[src/rtl/core/eeg_pkg.sv]
// ----------------------------------------------------------------------------
// eeg_pkg
// Shared types and constants for the extended Euclid gcd unit.
// ----------------------------------------------------------------------------
package eeg_pkg;

    localparam int COEFF_WIDTH = 64;
    localparam int DIV_WIDTH   = 63;

    typedef enum logic [2:0] {
        ST_IDLE,
        ST_CHECK,
        ST_DIV,
        ST_MUL,
        ST_DONE
    } t_state;

    // start strobe and busy level from sequencer to datapath units
    typedef struct packed {
        logic start;
        logic busy;
    } t_unit_ctl;

endpackage

[src/rtl/core/extended_euclid_gcd_unit.sv]
// ----------------------------------------------------------------------------
// extended_euclid_gcd_unit
// Extended Euclid: gcd and signed Bezout coefficients of two operands.
// ----------------------------------------------------------------------------
// One word is worked at a time. Each Euclid round runs a check, then a
// bit-serial divider, then a bit-serial shift-subtract for the two new
// coefficients; a word takes up to about 90 rounds at 63 bits.
// The result is held in output registers until taken; the next word is
// accepted once the result has moved into the output registers.
module extended_euclid_gcd_unit #(
    parameter int OPERAND_WIDTH = 63
) (
    input  logic                               i_clk,
    input  logic                               i_rst_n,
    input  logic                               i_valid,
    output logic                               o_stall,
    input  logic [62:0]                        i_first_operand,
    input  logic [62:0]                        i_second_operand,
    output logic                               o_valid,
    input  logic                               i_stall,
    output logic [62:0]                        o_divisor,
    output logic signed [63:0]                 o_coeff_first,
    output logic signed [63:0]                 o_coeff_second
);
    localparam int W   = OPERAND_WIDTH;
    localparam int CWD = eeg_pkg::COEFF_WIDTH;

    eeg_pkg::t_state r_state, n_state;
    logic [W-1:0]   r_a, r_b;
    logic [CWD-1:0] r_u, r_x, r_v, r_y;
    logic           r_ovalid;
    eeg_pkg::t_unit_ctl w_div_ctl, w_mul_ctl;
    logic           w_div_done, w_mul_done;
    logic [W-1:0]   w_quo, w_rem;
    logic [CWD-1:0] w_nx, w_ny;
    logic           w_in_acc, w_out_acc;

    assign w_in_acc  = i_valid && !o_stall;
    assign w_out_acc = r_ovalid && !i_stall;
    assign o_stall   = (r_state != eeg_pkg::ST_IDLE);
    assign o_valid   = r_ovalid;

    // sequencer
    always_comb begin
        n_state        = r_state;
        w_div_ctl      = '0;
        w_mul_ctl      = '0;
        case (r_state)
            eeg_pkg::ST_IDLE:  if (w_in_acc) n_state = eeg_pkg::ST_CHECK;
            eeg_pkg::ST_CHECK: begin
                if (r_b == '0) n_state = eeg_pkg::ST_DONE;
                else begin
                    w_div_ctl.start = 1'b1;
                    n_state = eeg_pkg::ST_DIV;
                end
            end
            eeg_pkg::ST_DIV: begin
                w_div_ctl.busy = 1'b1;
                if (w_div_done) begin
                    w_mul_ctl.start = 1'b1;
                    n_state = eeg_pkg::ST_MUL;
                end
            end
            eeg_pkg::ST_MUL: begin
                w_mul_ctl.busy = 1'b1;
                if (w_mul_done) n_state = eeg_pkg::ST_CHECK;
            end
            eeg_pkg::ST_DONE:  if (!r_ovalid || w_out_acc) n_state = eeg_pkg::ST_IDLE;
            default:           n_state = eeg_pkg::ST_IDLE;
        endcase
    end

    always_ff @(posedge i_clk) begin
        if (!i_rst_n) begin
            r_state  <= eeg_pkg::ST_IDLE;
            r_ovalid <= 1'b0;
        end else begin
            r_state <= n_state;
            if (w_out_acc) r_ovalid <= 1'b0;
            if (r_state == eeg_pkg::ST_DONE && (!r_ovalid || w_out_acc))
                r_ovalid <= 1'b1;
        end
    end

    // working registers
    always_ff @(posedge i_clk) begin
        if (w_in_acc) begin
            r_a <= i_first_operand[W-1:0];
            r_b <= i_second_operand[W-1:0];
            r_u <= CWD'(1);
            r_x <= '0;
            r_v <= '0;
            r_y <= CWD'(1);
        end
        if (r_state == eeg_pkg::ST_DIV && w_div_done) begin
            r_a <= r_b;
            r_b <= w_rem;
        end
        if (r_state == eeg_pkg::ST_MUL && w_mul_done) begin
            r_u <= r_x;
            r_x <= w_nx;
            r_v <= r_y;
            r_y <= w_ny;
        end
        if (r_state == eeg_pkg::ST_DONE && (!r_ovalid || w_out_acc)) begin
            o_divisor      <= 63'(r_a);
            o_coeff_first  <= r_u;
            o_coeff_second <= r_v;
        end
    end

    eeg_divider #(.W(W)) u_div (
        .i_clk   (i_clk),
        .i_rst_n (i_rst_n),
        .i_start (w_div_ctl.start),
        .i_num   (r_a),
        .i_den   (r_b),
        .o_done  (w_div_done),
        .o_quo   (w_quo),
        .o_rem   (w_rem)
    );

    // quotient is taken straight from the divider as the coefficient step starts
    eeg_mulsub #(.W(W)) u_mul (
        .i_clk   (i_clk),
        .i_rst_n (i_rst_n),
        .i_start (w_mul_ctl.start),
        .i_quo   (w_quo),
        .i_u     (r_u),
        .i_x     (r_x),
        .i_v     (r_v),
        .i_y     (r_y),
        .o_done  (w_mul_done),
        .o_nx    (w_nx),
        .o_ny    (w_ny)
    );

    // unit done strobes only arrive in their own phase
    a_div_phase: assert property (@(posedge i_clk) disable iff (!i_rst_n)
        w_div_done |-> w_div_ctl.busy) else $error("divide done out of phase");
    a_mul_phase: assert property (@(posedge i_clk) disable iff (!i_rst_n)
        w_mul_done |-> w_mul_ctl.busy) else $error("mulsub done out of phase");
    a_out_hold: assert property (@(posedge i_clk) disable iff (!i_rst_n)
        o_valid && i_stall |=> o_valid && $stable(o_divisor))
        else $error("result dropped under stall");
endmodule

[src/rtl/core/eeg_divider.sv]
// ----------------------------------------------------------------------------
// eeg_divider
// Bit-serial restoring divider: one quotient bit per cycle.
// ----------------------------------------------------------------------------
module eeg_divider #(
    parameter int W = 63
) (
    input  logic         i_clk,
    input  logic         i_rst_n,
    input  logic         i_start,
    input  logic [W-1:0] i_num,
    input  logic [W-1:0] i_den,
    output logic         o_done,
    output logic [W-1:0] o_quo,
    output logic [W-1:0] o_rem
);
    localparam int CW = $clog2(W + 1);

    logic          r_busy, n_busy;
    logic [CW-1:0] r_cnt, n_cnt;
    logic [W-1:0]  r_q, n_q;
    logic [W-1:0]  r_r, n_r;
    logic [W-1:0]  r_d;
    logic          r_done;
    logic [W:0]    w_trial;
    logic [W:0]    w_diff;

    // one shift-subtract step
    always_comb begin
        w_trial = {r_r, r_q[W-1]};
        w_diff  = w_trial - {1'b0, r_d};
        n_busy  = r_busy;
        n_cnt   = r_cnt;
        n_q     = r_q;
        n_r     = r_r;
        if (i_start) begin
            n_busy = 1'b1;
            n_cnt  = CW'(W);
            n_q    = i_num;
            n_r    = '0;
        end else if (r_busy) begin
            if (w_diff[W]) begin
                n_r = w_trial[W-1:0];
                n_q = {r_q[W-2:0], 1'b0};
            end else begin
                n_r = w_diff[W-1:0];
                n_q = {r_q[W-2:0], 1'b1};
            end
            n_cnt = r_cnt - 1'b1;
            if (r_cnt == CW'(1)) n_busy = 1'b0;
        end
    end

    always_ff @(posedge i_clk) begin
        if (!i_rst_n) begin
            r_busy <= 1'b0;
            r_cnt  <= '0;
            r_done <= 1'b0;
        end else begin
            r_busy <= n_busy;
            r_cnt  <= n_cnt;
            r_done <= r_busy && (r_cnt == CW'(1)) && !i_start;
        end
        r_q <= n_q;
        r_r <= n_r;
        if (i_start) r_d <= i_den;
    end

    assign o_done = r_done;
    assign o_quo  = r_q;
    assign o_rem  = r_r;

    // done only follows a running division
    a_done_after_busy: assert property (@(posedge i_clk) disable iff (!i_rst_n)
        o_done |-> $past(r_busy)) else $error("divider done without busy");
    // a running division is not dropped before its count reaches one
    a_no_restart: assert property (@(posedge i_clk) disable iff (!i_rst_n)
        r_busy && r_cnt != CW'(1) |=> r_busy) else $error("divider aborted");
    a_cnt_range: assert property (@(posedge i_clk) disable iff (!i_rst_n)
        r_busy |-> r_cnt != '0) else $error("divider count underflow");
endmodule

[src/rtl/core/eeg_mulsub.sv]
// ----------------------------------------------------------------------------
// eeg_mulsub
// Bit-serial shift-subtract computing u - q*x and v - q*y modulo 2^64.
// ----------------------------------------------------------------------------
module eeg_mulsub #(
    parameter int W = 63
) (
    input  logic                              i_clk,
    input  logic                              i_rst_n,
    input  logic                              i_start,
    input  logic [W-1:0]                      i_quo,
    input  logic [eeg_pkg::COEFF_WIDTH-1:0]   i_u,
    input  logic [eeg_pkg::COEFF_WIDTH-1:0]   i_x,
    input  logic [eeg_pkg::COEFF_WIDTH-1:0]   i_v,
    input  logic [eeg_pkg::COEFF_WIDTH-1:0]   i_y,
    output logic                              o_done,
    output logic [eeg_pkg::COEFF_WIDTH-1:0]   o_nx,
    output logic [eeg_pkg::COEFF_WIDTH-1:0]   o_ny
);
    localparam int CWD = eeg_pkg::COEFF_WIDTH;
    localparam int CW  = $clog2(W + 1);

    logic           r_busy;
    logic [CW-1:0]  r_cnt;
    logic [W-1:0]   r_q;
    logic [CWD-1:0] r_x, r_y, r_ax, r_ay;
    logic           r_done;

    // q bit k scales shifted x; accumulate the subtraction
    always_ff @(posedge i_clk) begin
        if (!i_rst_n) begin
            r_busy <= 1'b0;
            r_cnt  <= '0;
            r_done <= 1'b0;
        end else begin
            r_done <= 1'b0;
            if (i_start) begin
                r_busy <= 1'b1;
                r_cnt  <= CW'(W);
            end else if (r_busy) begin
                r_cnt <= r_cnt - 1'b1;
                if (r_cnt == CW'(1)) begin
                    r_busy <= 1'b0;
                    r_done <= 1'b1;
                end
            end
        end
        if (i_start) begin
            r_q  <= i_quo;
            r_x  <= i_x;
            r_y  <= i_y;
            r_ax <= i_u;
            r_ay <= i_v;
        end else if (r_busy) begin
            if (r_q[0]) begin
                r_ax <= r_ax - r_x;
                r_ay <= r_ay - r_y;
            end
            r_q <= r_q >> 1;
            r_x <= r_x << 1;
            r_y <= r_y << 1;
        end
    end

    assign o_done = r_done;
    assign o_nx   = r_ax;
    assign o_ny   = r_ay;

    a_done_after_busy: assert property (@(posedge i_clk) disable iff (!i_rst_n)
        o_done |-> $past(r_busy)) else $error("mulsub done without busy");
    a_cnt_range: assert property (@(posedge i_clk) disable iff (!i_rst_n)
        r_busy |-> r_cnt != '0) else $error("mulsub count underflow");
    a_one_done: assert property (@(posedge i_clk) disable iff (!i_rst_n)
        o_done |=> !o_done) else $error("mulsub double done");
endmodule
[config.mk]
export PLATFORM = sky130hd
export DESIGN_NAME = extended_euclid_gcd_unit
export DESIGN_NICKNAME = d
export VERILOG_FILES = /design/src/rtl/core/eeg_pkg.sv /design/src/rtl/core/extended_euclid_gcd_unit.sv /design/src/rtl/core/eeg_divider.sv /design/src/rtl/core/eeg_mulsub.sv
export SDC_FILE = /design/constraint.sdc
export NUM_CORES = 2
export LEC_CHECK = 0
export BUFFER_PORTS_ARGS = -buffer_cell sky130_fd_sc_hd__buf_2
export CORE_MARGIN = 2
export CORE_UTILIZATION = 40
export DETAILED_ROUTE_END_ITERATION = 8
export PLACE_DENSITY_LB_ADDON = 0.1
export SLEW_MARGIN = 0
export SYNTH_ARGS = -nofsm -noshare
export SYNTH_HDL_FRONTEND = slang
export SYNTH_SLANG_ARGS = --single-unit
[constraint.sdc]
create_clock -name i_clk -period 28.4 [get_ports i_clk]
set_input_delay 5.68 -clock i_clk [delete_from_list [all_inputs] [get_ports i_clk]]
set_output_delay 5.68 -clock i_clk [all_outputs]
set_load 0.01 [all_outputs]
==> metrics.md <==
| Metric | Value |
|---|---|
| ANT nets after route | `0` |
| Post-synth EDFFs | `~1,000` |
| Final Max Slew Viols | `0` |
| Clock latency on the worst-skew pair | `around 720 ps` |
| Avg Cell Area, Syn | `10.8 um^2` |
| Compound-Gate Fraction of Synth Area | `0.117` |
| Initial core utilization | `0.404` |
| Reg2Reg Setup Slack | `roughly 24,000 ps` |
| Die X-Extent | `about 370 um` |
| Largest net degree at the start of global routing | `153` |
| Critical path endpoint category | `primary output` |
| Syn Nets | `~5,200` |
| H-tree depth | `3` |
| DP Area | `around 56,000 um^2` |
| Outcome | `completed` |
| Worst vdd ir | `about 50 uV` |
| Final Cycle Share | `0.268` |
| Hold Crit Class | `flip-flop to flip-flop` |
| Mapped Cells | `4,904` |
| Postcts setup bufs | `0` |
| Req. time, crit path | `22,720 ps` |
| FF-to-FF End | `u_mul.o_nx[60]` |
| DR WL/cell | `roughly 19 um` |
| Cell Pwr Density | `around 65 nW/um^2` |
| Reg2Reg Depth | `13` |
| Setup crit end | `o_stall` |
| CTS resizes | `0` |
| Area Growth Syn to Fin | `13.5%` |
| Crit Path Class | `flip-flop to primary output` |
| Drt pass-1 iters | `5` |
| Seq cells post-synth | `~1,100` |
| # hold bufs at CTS | `0` |
| DP HPWL | `89,300 um` |
| XOR/XNOR share of the synthesized area | `0.0295` |
| Max cap viols | `0` |
| Design Power | `slightly below 4 mW` |
| IO Port Bufs | `around 320` |
| Worst Path Arrival | `1920 ps` |
| Global-route wire length before repair | `~210,000 um` |
| Top_reg_cell synth | `edfxtp_1` |
| Ys async rst share | `0` |
| RSZ-0062 raised after global routing | `false` |
| Proportion of layout cells with a drive suffix above 1 | `0.111` |
| Gpl congestion | `between 0.8 and 0.9` |
| Worst slew margin relative to its limit | `0.257` |
| DR iter-0 viols | `2,481` |
| Initial antenna violation count | `2` |
| Setup TNS | `0 ps` |
| Final Hold Vio Count | `0` |
| Mux cell area share after synthesis | `0.00989` |
| Top cells by area, synth | `edfxtp_1, nand2_1, ha_1` |
| Root buf cell | `clkbuf_16` |
| Final critical-path required period | `around 7600 ps` |
| Mapped cell area | `around 53,000 um^2` |
| Post-synthesis simple-gate area fraction | `0.155` |
| CP max FO | `14` |
| Die ar. | `~140,000 um^2` |
| FF-to-FF Start | `u_mul.r_x[0]` |
| Post-synth top cells | `nand2_1, edfxtp_1, a21oi_1` |
| CTS tree | `yes` |
| Number of remaining DRC errors | `0` |
| Largest family of logic cells by synthesized area | `simple AND/OR/NAND/NOR gates` |
| Most numerous cell in the Yosys netlist | `nand2_1` |
| Worst Skew | `about 25 ps` |
| Clk buf depth | `3` |
| Synthesis warning total | `0` |
| NumNets Final | `~5,500` |
| Final WL | `around 130,000 um` |
| Sequential share of the synthesized area | `0.607` |
| Final Cell Area | `60,300 um^2` |
| Synth area leader | `edfxtp_1` |
| LEAKAGE | `23.7 nW` |
| Reg clk slew, reported paths | `60 ps` |
| Synth top area share | `0.575` |
| Max Fclk | `~130 MHz` |
| Total GRT Usage | `0.193` |
| Die H | `368 um` |
| ANT cells | `0` |
| I/O Pins | `323` |
| Final number of setup-violating endpoints | `0` |
| Post-Synth Adder-Cell Area | `0.0466` |
| DR vias/cell | `5.15` |
| Crit path from | `r_state[2]` |
| Core area | `roughly 130,000 um^2` |
| Num CTS Buffers | `120` |
| CTS sink cnt | `roughly 1,100` |
| Hold wc startpoint | `r_a[29]` |
| Vias in the first global route | `between 30,000 and 40,000` |
| Grt ovf | `0` |
| Actual slew at the worst max-slew pin | `around 1100 ps` |
| Startpoint types | `flip-flop` |
| Netlist cell types | `87` |
| Routed via count | `around 36,000` |
| Num rows | `between 100 and 150` |
==> layout make-up <==
class | instances | area (um^2)
clock buffers | 150 | 3210
clock inverters | 76 | 736
fillers | 12510 | 71300
inverters | 258 | 975
multi-input cells | 3312 | 19100
flip-flops and latches | 1101 | 32200
well taps | 1755 | 2200
repair buffers | 357 | 1910
==> where the power goes <==
| group | switching, mW | internal (mW) |
|---|---|---|
| logic | 0.271 | 0.166 |
| clock network | 0.657 | 0.917 |
| registers | 0.0743 | 1.86 |
| total | 1.00 | 2.95 |
==> worst max-delay path: stages, from the launching register on <==
cell and delay [ps]:
dfxtp_1 490, or3_1 540, buf_2 190
==> layout by cell type (no fill, tap or decap), drive strengths merged, types with 103 or more instances in the layout <==
master / n
a21oi: 366
and2: 269
buf: 357
clkbuf: 150
edfxtp: 1018
ha: 193
inv: 260
nand2: 1118
nor2: 193
o21ai: 335
xnor2: 103
==> logic make-up (layout without fill, tap and decap cells) <==
logic type      Yosys count  in the layout
mux                      52             52
xor+xnor                179            179
simple gates           1842           1842
flops                  1101           1101
compound gates         1043           1043
buf+inv                 491            841
fa+ha+maj               196            196
==> metal layers <==
| layer | GRT usage | share of wire | vias up |
|---|---|---|---|
| met5 | 0 | 0 | - |
| met4 | 0.0527 | 0.021 | 0 |
| met3 | 0.0234 | 0.042 | 145 |
| met2 | 0.304 | 0.45 | 745 |
| met1 | 0.281 | 0.48 | 17500 |
| li1 | - | - | 17738 |
==> stage by stage <==
step	std cells	hold slack, ps	worst slack, ps	util
6_report	7009	450	20800	0.458
5_1_grt	7009	467	20540	0.458
4_1_cts	7009	447	20750	0.458
3_5_place_dp	6783	434	20010	0.428
3_3_place_gp	6783	433	20040	0.428
2_1_floorplan	4904	421	9400	-
==> sequential cells by signal (all words and copies together) (netlist names), 6 cells and up <==
signal / flops
u_mul.r_x: 64
r_x: 64
u_div.o_quo: 63
u_mul.r_cnt: 6
r_u: 64
o_divisor: 63
r_v: 64
u_div.r_cnt: 6
o_coeff_first: 64
u_div.r_d: 63
u_mul.r_y: 64
r_b: 63
r_a: 63
u_mul.r_q: 63
u_div.o_rem: 63
o_coeff_second: 64
u_mul.o_ny: 64
u_mul.o_nx: 64
r_y: 64
==> worst min path at each step <==
stage,to,slack [ps],cells after the start
final,o_divisor[29],450,0
after global routing,o_coeff_first[22],470,0
after CTS,o_coeff_first[36],450,0
after detailed placement,o_coeff_first[36],430,0
after global placement,o_coeff_first[17],430,0
after floorplan,o_coeff_first[35],420,0
(Power assumes the default switching activity.)
